### src/rtl/mdb_mfe_pkg.sv
`timescale 1ns / 1ps
// ----------------------------------------------------------------------------
// mdb_mfe_pkg
// Shared types and constants of the multi-drop bus master frame engine.
// ----------------------------------------------------------------------------
package mdb_mfe_pkg;

  // Register file geometry
  localparam int unsigned AddrW = 4;
  localparam int unsigned DataW = 32;

  // Register indexes (byte address = 4 * index)
  typedef enum logic [1:0] {
    REG_RX_LIMIT  = 2'd0,
    REG_CMD_LIMIT = 2'd1,
    REG_ACK_CODE  = 2'd2,
    REG_NAK_CODE  = 2'd3
  } reg_idx_e;

  // Reset values of the registers
  localparam logic [6:0] RxLimitRst  = 7'd36;
  localparam logic [5:0] CmdLimitRst = 6'd36;
  localparam logic [7:0] AckCodeRst  = 8'h00;
  localparam logic [7:0] NakCodeRst  = 8'hAA;

  // Stream widths
  localparam int unsigned InDataW  = 16;
  localparam int unsigned InUserW  = 3;
  localparam int unsigned OutDataW = 24;
  localparam int unsigned OutUserW = 2;

  // Input item kinds
  typedef enum logic [1:0] {
    MODE_BEGIN = 2'd0,
    MODE_CMD   = 2'd1,
    MODE_RX    = 2'd2,
    MODE_READ  = 2'd3
  } mode_e;

  // Receive link status
  typedef enum logic [2:0] {
    ST_IDLE      = 3'd0,
    ST_RECEIVING = 3'd1,
    ST_OK        = 3'd2,
    ST_BUF_ERR   = 3'd3,
    ST_CHK_ERR   = 3'd4
  } status_e;

  // Configuration seen by the datapath
  typedef struct packed {
    logic [6:0] receive_limit;
    logic [5:0] command_limit;
    logic [7:0] ack_code;
    logic [7:0] nak_code;
  } cfg_t;

  // Request to the response store
  typedef struct packed {
    logic       wr_en;
    logic [6:0] wr_idx;
    logic [7:0] wr_data;
    logic       rd_en;
    logic [5:0] rd_idx;
  } store_req_t;

endpackage

### src/rtl/mdb_mfe_cfg.sv
`timescale 1ns / 1ps
// ----------------------------------------------------------------------------
// mdb_mfe_cfg
// APB register block holding the limits and the ACK / NAK codes.
// ----------------------------------------------------------------------------
module mdb_mfe_cfg (
  input  logic                        clk_i,
  input  logic                        rst_ni,
  input  logic                        psel,
  input  logic                        penable,
  input  logic                        pwrite,
  input  logic [mdb_mfe_pkg::AddrW-1:0] paddr,
  input  logic [mdb_mfe_pkg::DataW-1:0] pwdata,
  output logic [mdb_mfe_pkg::DataW-1:0] prdata,
  output logic                        pready,
  output mdb_mfe_pkg::cfg_t           cfg_o
);
  import mdb_mfe_pkg::*;

  cfg_t     cfg_q, cfg_d;
  reg_idx_e sel;
  logic     wr_en;

  assign sel    = reg_idx_e'(paddr[3:2]);
  assign wr_en  = psel & penable & pwrite;
  assign pready = 1'b1;
  assign cfg_o  = cfg_q;

  // Write decode
  always_comb begin
    cfg_d = cfg_q;
    if (wr_en) begin
      unique case (sel)
        REG_RX_LIMIT:  cfg_d.receive_limit = pwdata[6:0];
        REG_CMD_LIMIT: cfg_d.command_limit = pwdata[5:0];
        REG_ACK_CODE:  cfg_d.ack_code      = pwdata[7:0];
        REG_NAK_CODE:  cfg_d.nak_code      = pwdata[7:0];
        default:       cfg_d = cfg_q;
      endcase
    end
  end

  always_ff @(posedge clk_i or negedge rst_ni) begin
    if (!rst_ni) begin
      cfg_q.receive_limit <= RxLimitRst;
      cfg_q.command_limit <= CmdLimitRst;
      cfg_q.ack_code      <= AckCodeRst;
      cfg_q.nak_code      <= NakCodeRst;
    end else begin
      cfg_q <= cfg_d;
    end
  end

  // Read-back mux
  always_comb begin
    unique case (sel)
      REG_RX_LIMIT:  prdata = DataW'(cfg_q.receive_limit);
      REG_CMD_LIMIT: prdata = DataW'(cfg_q.command_limit);
      REG_ACK_CODE:  prdata = DataW'(cfg_q.ack_code);
      REG_NAK_CODE:  prdata = DataW'(cfg_q.nak_code);
      default:       prdata = '0;
    endcase
  end

endmodule

### src/rtl/mdb_mfe_store.sv
`timescale 1ns / 1ps
// ----------------------------------------------------------------------------
// mdb_mfe_store
// Response byte store: one write and one registered read per cycle.
// ----------------------------------------------------------------------------
module mdb_mfe_store #(
  parameter int unsigned STORE_DEPTH = 64
) (
  input  logic                    clk_i,
  input  mdb_mfe_pkg::store_req_t req_i,
  output logic [7:0]              rd_data_o
);
  import mdb_mfe_pkg::*;

  localparam int unsigned AW = $clog2(STORE_DEPTH);

  logic [7:0]    mem [STORE_DEPTH];
  logic [7:0]    rd_data_q;
  logic [AW-1:0] waddr, raddr;

  assign waddr     = AW'(req_i.wr_idx);
  assign raddr     = AW'(req_i.rd_idx);
  assign rd_data_o = rd_data_q;

  // Synchronous RAM, contents undefined until written
  always_ff @(posedge clk_i) begin
    if (req_i.wr_en) begin
      mem[waddr] <= req_i.wr_data;
    end
    if (req_i.rd_en) begin
      rd_data_q <= mem[raddr];
    end
  end

endmodule

### src/rtl/mdb_mfe_ctrl.sv
`timescale 1ns / 1ps
// ----------------------------------------------------------------------------
// mdb_mfe_ctrl
// Framing and receive state, store access and the result holding stage.
// ----------------------------------------------------------------------------
module mdb_mfe_ctrl #(
  parameter int unsigned STORE_DEPTH = 64
) (
  input  logic                                 clk_i,
  input  logic                                 rst_ni,
  input  mdb_mfe_pkg::cfg_t                    cfg_i,
  input  logic                                 s_axis_tvalid,
  output logic                                 s_axis_tready,
  input  logic [mdb_mfe_pkg::InDataW-1:0]      s_axis_tdata,  // data_byte, read_index
  input  logic [mdb_mfe_pkg::InUserW-1:0]      s_axis_tuser,  // mode, rx_mode_bit
  input  logic                                 s_axis_tlast,
  output logic                                 m_axis_tvalid,
  input  logic                                 m_axis_tready,
  output logic [mdb_mfe_pkg::OutDataW-1:0]     m_axis_tdata,  // line_byte, link_status,
                                                              // response_length,
                                                              // command_overflow
  output logic [mdb_mfe_pkg::OutUserW-1:0]     m_axis_tuser,  // line_send, line_ninth_bit
  output logic                                 m_axis_tlast,
  output mdb_mfe_pkg::store_req_t              store_req_o,
  input  logic [7:0]                           store_rd_data_i
);
  import mdb_mfe_pkg::*;

  localparam int unsigned LimCap = (STORE_DEPTH > 127) ? 127 : STORE_DEPTH;

  // Input fields
  mode_e      mode;
  logic [7:0] data_byte;
  logic       rx_mode_bit;
  logic [5:0] read_index;
  logic       accept;

  assign mode        = mode_e'(s_axis_tuser[1:0]);
  assign rx_mode_bit = s_axis_tuser[2];
  assign data_byte   = s_axis_tdata[7:0];
  assign read_index  = s_axis_tdata[13:8];

  // Scalar state
  logic [6:0] idx_q, idx_d;
  logic [7:0] rsum_q, rsum_d;
  status_e    st_q, st_d;
  logic [7:0] csum_q, csum_d;
  logic [5:0] cnt_q, cnt_d;

  // Result holding stage
  logic       p_valid_q, p_phase_q;
  logic       p_two_q, p_send_q, p_ninth_q, p_ovf_q, p_last_q, p_mem_q;
  logic [7:0] p_byte_q, p_chk_q;
  status_e    p_st_q;
  logic [5:0] p_len_q;

  // Results of the item being accepted
  logic       r_two, r_send, r_ninth, r_ovf, r_last, r_mem;
  logic [7:0] r_byte, r_chk;
  logic [5:0] r_len;
  logic       wr_en, rd_en;

  logic [6:0] lim, lm1;
  logic [7:0] csum_new;
  logic [5:0] cnt_new;
  logic       good, final_res;

  // Effective receive limit
  assign lim = (cfg_i.receive_limit > 7'(LimCap)) ? 7'(LimCap) : cfg_i.receive_limit;

  // Next state and results
  always_comb begin
    idx_d    = idx_q;
    rsum_d   = rsum_q;
    st_d     = st_q;
    csum_d   = csum_q;
    cnt_d    = cnt_q;
    r_two    = 1'b0;
    r_send   = 1'b0;
    r_ninth  = 1'b0;
    r_ovf    = 1'b0;
    r_last   = 1'b1;
    r_mem    = 1'b0;
    r_byte   = '0;
    r_chk    = '0;
    wr_en    = 1'b0;
    rd_en    = 1'b0;
    good     = 1'b0;
    csum_new = csum_q + data_byte;
    cnt_new  = cnt_q + 6'd1;
    unique case (mode)
      MODE_BEGIN: begin
        idx_d  = '0;
        rsum_d = '0;
        st_d   = ST_IDLE;
        csum_d = '0;
        cnt_d  = '0;
      end
      MODE_CMD: begin
        if (cnt_q < cfg_i.command_limit) begin
          csum_d  = csum_new;
          cnt_d   = cnt_new;
          r_send  = 1'b1;
          r_byte  = data_byte;
          r_ninth = (cnt_q == '0);
          r_last  = ~s_axis_tlast;
        end else begin
          r_ovf  = 1'b1;
          r_last = ~s_axis_tlast | (cnt_q == '0);
        end
        // Closing byte: checksum follows when anything was sent
        if (s_axis_tlast) begin
          r_two  = (cnt_d != '0);
          r_chk  = csum_d;
          csum_d = '0;
          cnt_d  = '0;
        end
      end
      MODE_RX: begin
        if (!rx_mode_bit) begin
          if (idx_q < lim) begin
            wr_en  = 1'b1;
            idx_d  = idx_q + 7'd1;
            rsum_d = ((st_q == ST_IDLE) ? 8'd0 : rsum_q) + data_byte;
            st_d   = ST_RECEIVING;
          end else begin
            st_d   = ST_BUF_ERR;
            r_send = 1'b1;
            r_byte = cfg_i.nak_code;
          end
        end else if (st_q == ST_IDLE || st_q == ST_RECEIVING) begin
          r_send = 1'b1;
          if (idx_q >= lim) begin
            st_d   = ST_BUF_ERR;
            r_byte = cfg_i.nak_code;
          end else begin
            good   = (st_q == ST_IDLE) || (data_byte == rsum_q);
            wr_en  = 1'b1;
            idx_d  = idx_q + 7'd1;
            st_d   = good ? ST_OK : ST_CHK_ERR;
            r_byte = good ? cfg_i.ack_code : cfg_i.nak_code;
          end
        end
      end
      MODE_READ: begin
        rd_en = (32'(read_index) < STORE_DEPTH);
        r_mem = rd_en;
      end
      default: begin
        r_last = 1'b1;
      end
    endcase
  end

  // Response length after the update
  assign lm1   = idx_d - 7'd1;
  assign r_len = (st_d == ST_OK && idx_d != '0) ?
                 ((lm1 > 7'd63) ? 6'd63 : lm1[5:0]) : 6'd0;

  // Store access
  assign store_req_o.wr_en   = accept & wr_en;
  assign store_req_o.wr_idx  = idx_q;
  assign store_req_o.wr_data = data_byte;
  assign store_req_o.rd_en   = accept & rd_en;
  assign store_req_o.rd_idx  = read_index;

  // Handshakes
  assign final_res     = p_phase_q | ~p_two_q;
  assign s_axis_tready = ~p_valid_q | (m_axis_tready & final_res);
  assign accept        = s_axis_tvalid & s_axis_tready;

  // State registers
  always_ff @(posedge clk_i or negedge rst_ni) begin
    if (!rst_ni) begin
      idx_q  <= '0;
      rsum_q <= '0;
      st_q   <= ST_IDLE;
      csum_q <= '0;
      cnt_q  <= '0;
    end else if (accept) begin
      idx_q  <= idx_d;
      rsum_q <= rsum_d;
      st_q   <= st_d;
      csum_q <= csum_d;
      cnt_q  <= cnt_d;
    end
  end

  // Holding stage control
  always_ff @(posedge clk_i or negedge rst_ni) begin
    if (!rst_ni) begin
      p_valid_q <= 1'b0;
      p_phase_q <= 1'b0;
    end else if (accept) begin
      p_valid_q <= 1'b1;
      p_phase_q <= 1'b0;
    end else if (p_valid_q && m_axis_tready) begin
      if (final_res) begin
        p_valid_q <= 1'b0;
      end else begin
        p_phase_q <= 1'b1;
      end
    end
  end

  // Holding stage payload
  always_ff @(posedge clk_i) begin
    if (accept) begin
      p_two_q   <= r_two;
      p_send_q  <= r_send;
      p_ninth_q <= r_ninth;
      p_ovf_q   <= r_ovf;
      p_last_q  <= r_last;
      p_mem_q   <= r_mem;
      p_byte_q  <= r_byte;
      p_chk_q   <= r_chk;
      p_st_q    <= st_d;
      p_len_q   <= r_len;
    end
  end

  // Output selection: first result, or the checksum on the second
  logic [7:0] o_byte;
  logic       o_send, o_ninth, o_ovf, o_last;

  always_comb begin
    if (p_phase_q) begin
      o_byte  = p_chk_q;
      o_send  = 1'b1;
      o_ninth = 1'b0;
      o_ovf   = 1'b0;
      o_last  = 1'b1;
    end else begin
      o_byte  = p_mem_q ? store_rd_data_i : p_byte_q;
      o_send  = p_send_q;
      o_ninth = p_ninth_q;
      o_ovf   = p_ovf_q;
      o_last  = p_last_q;
    end
  end

  assign m_axis_tvalid = p_valid_q;
  assign m_axis_tdata  = {6'd0, o_ovf, p_len_q, p_st_q, o_byte};
  assign m_axis_tuser  = {o_ninth, o_send};
  assign m_axis_tlast  = o_last;

endmodule

### src/rtl/mdb_master_frame_engine.sv
`timescale 1ns / 1ps
// ----------------------------------------------------------------------------
// mdb_master_frame_engine
// Master framing engine for a 9-bit multi-drop vending bus: command framing
// with checksum, response capture and check, ACK / NAK and read-back.
// ----------------------------------------------------------------------------
//  channel  | direction | contents
//  s_axis   | in        | tdata: data_byte[7:0], read_index[13:8];
//           |           | tuser: mode[1:0], rx_mode_bit[2]; tlast: command_last
//  m_axis   | out       | tdata: line_byte[7:0], link_status[10:8],
//           |           | response_length[16:11], command_overflow[17];
//           |           | tuser: line_send[0], line_ninth_bit[1]; tlast: last_result
//  apb      | in/out    | receive_limit, command_limit, ack_code, nak_code
//
// One item is taken per cycle while m_axis is ready; each state update is one store
// access plus an add, done at the accepting edge. A final command byte followed by
// its checksum produces two transactions and holds the input until the checksum
// leaves. A new item is taken in the cycle its predecessor's last result leaves.
// Reset clears the control state only; the store needs no clearing pass.
// ----------------------------------------------------------------------------
module mdb_master_frame_engine #(
  parameter int unsigned STORE_DEPTH = 64
) (
  input  logic                                 clk_i,
  input  logic                                 rst_ni,
  // Configuration
  input  logic                                 psel,
  input  logic                                 penable,
  input  logic                                 pwrite,
  input  logic [mdb_mfe_pkg::AddrW-1:0]        paddr,
  input  logic [mdb_mfe_pkg::DataW-1:0]        pwdata,
  output logic [mdb_mfe_pkg::DataW-1:0]        prdata,
  output logic                                 pready,
  // Input stream
  input  logic                                 s_axis_tvalid,
  output logic                                 s_axis_tready,
  input  logic [mdb_mfe_pkg::InDataW-1:0]      s_axis_tdata,  // data_byte, read_index
  input  logic [mdb_mfe_pkg::InUserW-1:0]      s_axis_tuser,  // mode, rx_mode_bit
  input  logic                                 s_axis_tlast,
  // Result stream
  output logic                                 m_axis_tvalid,
  input  logic                                 m_axis_tready,
  output logic [mdb_mfe_pkg::OutDataW-1:0]     m_axis_tdata,  // line_byte, link_status,
                                                              // response_length,
                                                              // command_overflow
  output logic [mdb_mfe_pkg::OutUserW-1:0]     m_axis_tuser,  // line_send, line_ninth_bit
  output logic                                 m_axis_tlast
);
  import mdb_mfe_pkg::*;

  cfg_t       cfg;
  store_req_t store_req;
  logic [7:0] store_rd_data;

  mdb_mfe_cfg u_cfg (
    .clk_i   (clk_i),
    .rst_ni  (rst_ni),
    .psel    (psel),
    .penable (penable),
    .pwrite  (pwrite),
    .paddr   (paddr),
    .pwdata  (pwdata),
    .prdata  (prdata),
    .pready  (pready),
    .cfg_o   (cfg)
  );

  mdb_mfe_store #(
    .STORE_DEPTH (STORE_DEPTH)
  ) u_store (
    .clk_i     (clk_i),
    .req_i     (store_req),
    .rd_data_o (store_rd_data)
  );

  mdb_mfe_ctrl #(
    .STORE_DEPTH (STORE_DEPTH)
  ) u_ctrl (
    .clk_i           (clk_i),
    .rst_ni          (rst_ni),
    .cfg_i           (cfg),
    .s_axis_tvalid   (s_axis_tvalid),
    .s_axis_tready   (s_axis_tready),
    .s_axis_tdata    (s_axis_tdata),
    .s_axis_tuser    (s_axis_tuser),
    .s_axis_tlast    (s_axis_tlast),
    .m_axis_tvalid   (m_axis_tvalid),
    .m_axis_tready   (m_axis_tready),
    .m_axis_tdata    (m_axis_tdata),
    .m_axis_tuser    (m_axis_tuser),
    .m_axis_tlast    (m_axis_tlast),
    .store_req_o     (store_req),
    .store_rd_data_i (store_rd_data)
  );

endmodule
### config.mk
export PLATFORM = sky130hd
export DESIGN_NAME = mdb_master_frame_engine
export DESIGN_NICKNAME = d
export VERILOG_FILES = /design/src/rtl/mdb_mfe_pkg.sv /design/src/rtl/mdb_mfe_cfg.sv /design/src/rtl/mdb_mfe_store.sv /design/src/rtl/mdb_mfe_ctrl.sv /design/src/rtl/mdb_master_frame_engine.sv
export SDC_FILE = /design/constraint.sdc
export NUM_CORES = 1
export LEC_CHECK = 0
export BUFFER_PORTS_ARGS = -buffer_cell sky130_fd_sc_hd__clkbuf_2
export CAP_MARGIN = 20
export CORE_MARGIN = 2
export CORE_UTILIZATION = 55
export DETAILED_ROUTE_END_ITERATION = 8
export PLACE_DENSITY = 0.75
export SLEW_MARGIN = 20
export SYNTH_ARGS = -nofsm -noshare
export SYNTH_HDL_FRONTEND = slang
export SYNTH_SLANG_ARGS = --single-unit
### constraint.sdc
create_clock -name clk_i -period 3.65 [get_ports clk_i]
set_input_delay 0 -clock clk_i [delete_from_list [all_inputs] [get_ports clk_i]]
set_output_delay 0 -clock clk_i [all_outputs]
set_load 0.02 [all_outputs]
## Yosys cells after proc, flatten, opt, wreduce, memory -nomap -nowiden

Memory sizes are Yosys's and may differ from the RTL's. A register that Yosys moved wholly into a read port is not among the register bits.
Cells that the tools add are included.

- Add/sub/neg operators: 5
- $lt $le $gt $ge: 5
- Equal/unequal tests: 12
- Mux-type cells: 59
- Bitwise logic cells: 12
- Reductions and logical operators: 24

Operator list:

| operator | count |
|---|---|
| $pmux W32 S4 | 1 |
| $mux W8 | 13 |
| $pmux W8 S2 | 3 |
| $mux W7 | 5 |
| $mux W1 | 24 |
| $mux W6 | 4 |
| $reduce_and A2 Y1 | 9 |
| $add A8 B8 Y8 | 2 |
| $pmux W7 S2 | 1 |
| $mux W3 | 4 |
| $pmux W6 S2 | 1 |
| $eq A2 B2 Y1 const B | 4 |
| $eq A8 B8 Y1 | 1 |
| $reduce_bool A2 Y1 | 4 |
| $add A7 B1 Y7 const B | 1 |
| $ge A7 B7 Y1 | 1 |
| $gt A7 B6 Y1 const B | 1 |
| $gt A7 B7 Y1 const B | 1 |
| $lt A7 B7 Y1 | 1 |
| $reduce_bool A7 Y1 | 1 |
| $sub A7 B1 Y7 const B | 1 |
| $add A6 B1 Y6 const B | 1 |
| $and A1 B1 Y1 | 6 |
| $logic_not A6 Y1 | 1 |
| 17 further kinds | 26 |

- Bits in registers: 94
- RAM bits: 512
- Output and inout bits: 62
- Word-level logic and storage cells: 139
- Memories kept: 1

Memories:

| name | depth | bits a word | read ports | clocked after memory_dff | wr ports | RTL line | RTL |
|---|---|---|---|---|---|---|---|
| u_store.mem | 64 | 8 | 1 | 1 | 1 | mdb_mfe_store.sv:17 | `logic [7:0] mem [STORE_DEPTH];` |

## Longest topological paths before layout

- Depth in word-level cells: 10
- Gate-level depth with buffers: 12

## Modules after synthesis

A second synthesis with hierarchy kept.

- Cells, all modules: 1,572
- Area total of the unflattened synthesis: 26,630.5 µm²

Modules (own cells, without submodules):

| module | instances | cells each | area an instance (µm²) | seq. area each (µm²) |
|---|---|---|---|---|
| mdb_mfe_store | 1 | 940 | 20,246.9 | 15,615.0 |
| mdb_mfe_ctrl | 1 | 528 | 4,837.1 | 1,781.7 |
| mdb_mfe_cfg | 1 | 104 | 1,546.5 | 735.7 |

## Worst setup path before layout

OpenSTA, ideal clock, no wires.

- Kind: reg2reg
- From: reg u_cfg.cfg_q, in the netlist u_cfg.cfg_o[28]
- To: reg u_ctrl.p_len_q[0], data pin
- Setup time: 0.270 ns
- Data arrival time: 2.864 ns
- Required time: 3.380 ns
- Slack: 0.516 ns
- Stages on the path, launching flop included: 13
- Clock period less this slack: 3.134 ns
- Path through: dfrtp_1 -> inv_1 -> nand2_1 -> ha_1 -> nand4_1 -> a311oi_2 -> nor2_1 -> nand2_1 -> mux2i_1 -> ha_1 -> nand4b_2 -> o2111ai_2 -> a21oi_1

- Longest elaborated chain between the ends: 10
- Elaborated cells on any way between the ends: 20
- Classes of those cells: add/sub: 1; order compare: 4; eq/ne: 1; mux: 12; reduce/logical: 2

Ends and longest elaborated chain:

| item | RTL line | RTL |
|---|---|---|
| start: declaration | mdb_mfe_cfg.sv:20 | `cfg_t cfg_q, cfg_d;` |
| start signal: assignment | mdb_mfe_cfg.sv:50 | `cfg_q <= cfg_d;` |
| $gt A7 B7 Y1 | mdb_mfe_ctrl.sv:69 | `assign lim = (cfg_i.receive_limit > 7'(LimCap)) ? 7'(LimCap) : cfg_i.receive_limit;` |
| $mux W7 * | mdb_mfe_ctrl.sv:69 |  |
| $ge A7 B7 Y1 | mdb_mfe_ctrl.sv:133 | `if (idx_q >= lim) begin` |
| $mux W7 | mdb_mfe_ctrl.sv:133 |  |
| $mux W7 | mdb_mfe_ctrl.sv:131 | `end else if (st_q == ST_IDLE \|\| st_q == ST_RECEIVING) begin` |
| $mux W7 | mdb_mfe_ctrl.sv:120 | `if (!rx_mode_bit) begin` |
| $pmux W7 S2 | mdb_mfe_ctrl.sv:91 | `unique case (mode)` |
| $sub A7 B1 Y7 | mdb_mfe_ctrl.sv:156 | `assign lm1 = idx_d - 7'd1;` |
| $gt A7 B6 Y1 | mdb_mfe_ctrl.sv:158 | `((lm1 > 7'd63) ? 6'd63 : lm1[5:0]) : 6'd0;` |
| $mux W6 | mdb_mfe_ctrl.sv:158 |  |
| end signal: assignment | mdb_mfe_ctrl.sv:218 | `p_len_q <= r_len;` |
| end: declaration | mdb_mfe_ctrl.sv:55 | `logic [5:0] p_len_q;` |

Every way passes the cells marked *; elsewhere a longest branch is shown, timed or not.
A chain may end at the register's enable or synchronous reset.

## Worst setup path after layout

- From: reg u_cfg.cfg_q, in the netlist u_cfg.cfg_o[28]
- To: mem u_store.mem[47][5] (enable)

- Longest elaborated chain between the ends: 10
- Elaborated cells on any way between the ends: 12
- Classes of those cells: order compare: 3; mux: 8; bitwise: 1

Ends and longest elaborated chain:

| item | RTL line | RTL |
|---|---|---|
| $gt A7 B7 Y1 | mdb_mfe_ctrl.sv:69 |  |
| $mux W7 * | mdb_mfe_ctrl.sv:69 |  |
| $ge A7 B7 Y1 | mdb_mfe_ctrl.sv:133 |  |
| $mux W1 | mdb_mfe_ctrl.sv:133 |  |
| $mux W1 | mdb_mfe_ctrl.sv:131 |  |
| $mux W1 * | mdb_mfe_ctrl.sv:120 |  |
| $mux W1 * | mdb_mfe_ctrl.sv:91 |  |
| $and A1 B1 Y1 * | mdb_mfe_ctrl.sv:161 | `assign store_req_o.wr_en = accept & wr_en;` |
| $mux W1 * | mdb_mfe_store.sv:27 | `if (req_i.wr_en) begin` |
| $mux W1 (implied by the code) * | mdb_mfe_store.sv:28 | `mem[waddr] <= req_i.wr_data;` |
| end: declaration | mdb_mfe_store.sv:17 |  |

Marked as above.

==> impl_metrics.yaml <==
status:
  outcome: "finished with violations"
  violations: "hold timing"
synth:
  ys_seq_elements: 614
  synth_flop_cell: "edfxtp_1"
  syn_inst: 1436
  syn_avg_cell_area_um2: 18.2
  yosysTopAreaCellShare_pct: 63.2
  synth_area_leaders: "edfxtp_1, mux4_2, dfrtp_1"
  synth_edf_count: 551
  ys_seq_area_share_pct: 69.3
  synth-warning-count: 0
  syn_area_um2: 26200
  yosysUniqueCellTypes: 75
  synth_area_leader_cell: "edfxtp_1"
  async_flop_share_pct: 10.3
worst_setup_path:
  cpPeakStageDelay_ns: 0.62
  path_depth: 10
  cp_num_buf_inv: 2
  path_class: "reg -> reg"
  worst-endpoint-required_ns: 3.92
  critical_path.top_delay_family: "simple AND/OR/NAND/NOR gates"
  r2r_end: "u_store.mem[47][5]"
  crit_fanout: 8
  worst_setup_path_end_kind: "flip-flop"
  rr_worst_depth: 10
  crit_arrival_ns: 3.67
  timing.rr.start: "u_cfg.cfg_o[28]"
  rrSetupSlack_ns: 0.25
  slowest_stage: "nor2_1"
  crit_path_cell_trace: "inv_1 -> nand2_1 -> ha_1 -> a21oi_1 -> o211ai_2 -> nor2_1 -> nand2_1 -> or3_1 -> buf_4 -> nor2_1"
  start_kind: "flip-flop"
cts:
  clk_latency_ns: 0.64
  htreeDepth: 2
  cts_tree: "built"
  cts_max_path_buffers: 3
  cts_num_sinks: 614
  cts_buffers: 57
  root_buffer: "clkbuf_16"
  post-cts-setup-buffer-count: 0
  clk_pin_slew_worst_paths_ns: 0.06
place:
  place_congestion: 0.888
  place_hpwl_mm: 38.3
  placed_area_um2: 27800
  io_buffer_count: 65
route:
  vias: 14084
  drc: 0
  vias_per_cell: 6.20
  drt-total-wl_mm: 59.4
  antenna_left: 0
  drt-initial-drc-count: 1589
  dr.pass1.iters: 5
  post_drt_wl_per_cell_um: 26.2
final_layout:
  antenna_cells: 0
  area_delta_synth_final_pct: 13.6
  fillCellCount: 3154
  ff_latch_area_um2: 18100
  final_nets: 1720
  fin_area_um2: 29700
  multi_input_area_um2: 7510
  layout-drive-gt1-share_pct: 29.5
hold_path:
  min_path_type: "in -> reg"
  hold_start: "s_axis_tdata[7]"
  hold_path_end: "u_store.mem[45][7]"
  hold_depth: 2
sta:
  rsz0062_at_grt: "yes"
  hold_violations: 18
  period_share_pct: 93.1
  min_period_ns: 3.40
  drv_slew: 0
  whs_ns: -0.0219
  setup_violations: 0
  tightest_slew_ns: 1.02
  slew_headroom_pct: 31.8
  max_freq_ghz: 0.294
  finClkSkew_ns: 0.0285
grt:
  grt_start_max_net_pins: 69
  grt_first_pass_wirelength_mm: 89.4
  grt.overflow.total: 0
  antenna_found_initial: 1
  grt_pass1_vias: 14214
  grt_usage_pct: 24.6
die:
  core_um2: 46800
  io_pins: 125
  die_h_um: 222
  initial_utilization_pct: 56.0
  die_w_um: 222
  rows: 79
  die_area_um2: 49400
power:
  total_power_w: 0.0162
  ir_drop_v: 0.000393
  p_per_area_nw_per_um2: 545
  power_leakage_nw: 10.3
flow_run:
  maxCapViolCount: 0
==> placed cells by master (no fill, tap or decap), drive strengths merged, types with 3 or more instances in the layout <==
| master | instances |
|---|---|
| inv | 28 |
| xor2 | 15 |
| a21o | 6 |
| nor4 | 6 |
| clkinv | 28 |
| nand3b | 6 |
| and2 | 3 |
| a22o | 19 |
| or3 | 5 |
| o41ai | 3 |
| clkbuf | 131 |
| mux4 | 174 |
| dfstp | 8 |
| a21oi | 27 |
| nand3 | 13 |
| dlygate4sd3 | 18 |
| nand2 | 70 |
| a31oi | 3 |
| o21bai | 9 |
| xnor2 | 12 |
| ha | 34 |
| buf | 118 |
| and3 | 4 |
| mux2 | 28 |
| mux2i | 19 |
| o2111ai | 3 |
| edfxtp | 551 |
| bufinv | 4 |
| conb | 31 |
| dfrtp | 55 |
| nand4 | 4 |
| nor2 | 102 |
| o21ai | 42 |
| a22oi | 9 |
| nand2b | 7 |
| nor2b | 23 |
| a211oi | 4 |
| nor3 | 6 |
==> sequential cells by signal, summed over array words and instances (netlist names), 3 cells and up <==
name and count:
u_ctrl.p_byte_q 8, u_ctrl.st_q 3, u_store.mem 512, u_ctrl.rsum_q 8
u_ctrl.idx_q 7, u_ctrl.p_chk_q 8, u_cfg.cfg_o 29, u_ctrl.p_st_q 3
u_ctrl.cnt_q 6, u_ctrl.csum_q 8, u_store.rd_data_o 8, u_ctrl.p_len_q 6
==> synthesized netlist by cell type, drive strengths merged, types with 3 or more instances <==
cell	n
o21ai	42
xor2	15
mux4	174
a22o	19
inv	26
nand2	70
xnor2	12
or3	5
and3	4
nor3	6
o41ai	3
nor2b	23
edfxtp	551
ha	34
buf	68
nand4	4
nor2	102
dfstp	8
o21bai	9
and2	3
nand2b	7
mux2	28
nand3b	6
clkbuf	34
a211oi	4
dfrtp	55
nor4	6
nand3	13
a21o	6
mux2i	19
o2111ai	3
a31oi	3
a21oi	27
a22oi	9
==> worst max-delay path by stage <==
stage                          from            endpoint  slack, ns
finish              u_cfg.cfg_o[28]  u_store.mem[47][5]       0.25
floorplan           u_cfg.cfg_o[28]   u_ctrl.p_len_q[0]       0.52
global route        u_cfg.cfg_o[28]  u_store.mem[47][4]      -0.02
detailed placement  u_cfg.cfg_o[28]  u_store.mem[47][6]       0.26
global placement    u_cfg.cfg_o[28]  u_store.mem[31][2]       0.38
CTS                 u_cfg.cfg_o[28]  u_store.mem[31][4]       0.22
==> cell families after synthesis <==
family | synth area share, %
AO/OA/AOI/OAI | 3.89
flip-flops | 69.3
XOR/XNOR | 0.932
other | 0.0287
adder cells (fa/ha/maj) | 1.78
AND/OR/NAND/NOR | 4.67
multiplexers | 16.9
buffers and inverters | 2.50
==> area by class of cell <==
cell class                      instances  share of cell area [%]
Timing Repair Buffer                  199                    4.92
Clock buffer                           68                    4.94
Multi-Input combinational cell        722                    25.3
Sequential cell                       614                    61.0
Tap cell                              607                    2.55
Clock inverter                         33                    1.02
Inverter                               27                   0.341
==> routing by layer <==
layer	share of wire (%)	global-route usage, %	vias to the layer above	wire [um]
met4	2.2	6.26	0	1290
met5	0	0	-	0
met1	40	34.0	7324	23600
met3	7.5	4.32	92	4470
li1	-	-	6049	-
met2	51	41.0	619	30100
==> per-stage QoR <==
step                instances  hold WS [ns]  utilization (%)  setup WS, ns  setup TNS, ns
floorplan                1465        -0.296                -         0.516              0
global placement         2151         0.237             59.4         0.384              0
detailed placement       2151         0.251             59.4         0.258              0
CTS                      2270       0.00714             63.6         0.220              0
global route             2270       0.00362             63.6       -0.0233         -0.414
finish                   2270       -0.0219             63.6         0.253              0
==> repair_timing <==
item | CTS | global route
endpoints found under the setup margin | 0 | 40
hold buffers | 18 | 0
hold endpoints to repair | 119 | 0
resized for setup | 0 | 2
==> power breakdown <==
group	internal [W]	leakage [nW]	total (W)	switching [W]
clock	0.00315	0.881	0.00569	0.00254
combinational	0.000970	3.67	0.00241	0.00144
sequential	0.00791	5.76	0.00811	0.000197
(Power assumes the default switching activity.)
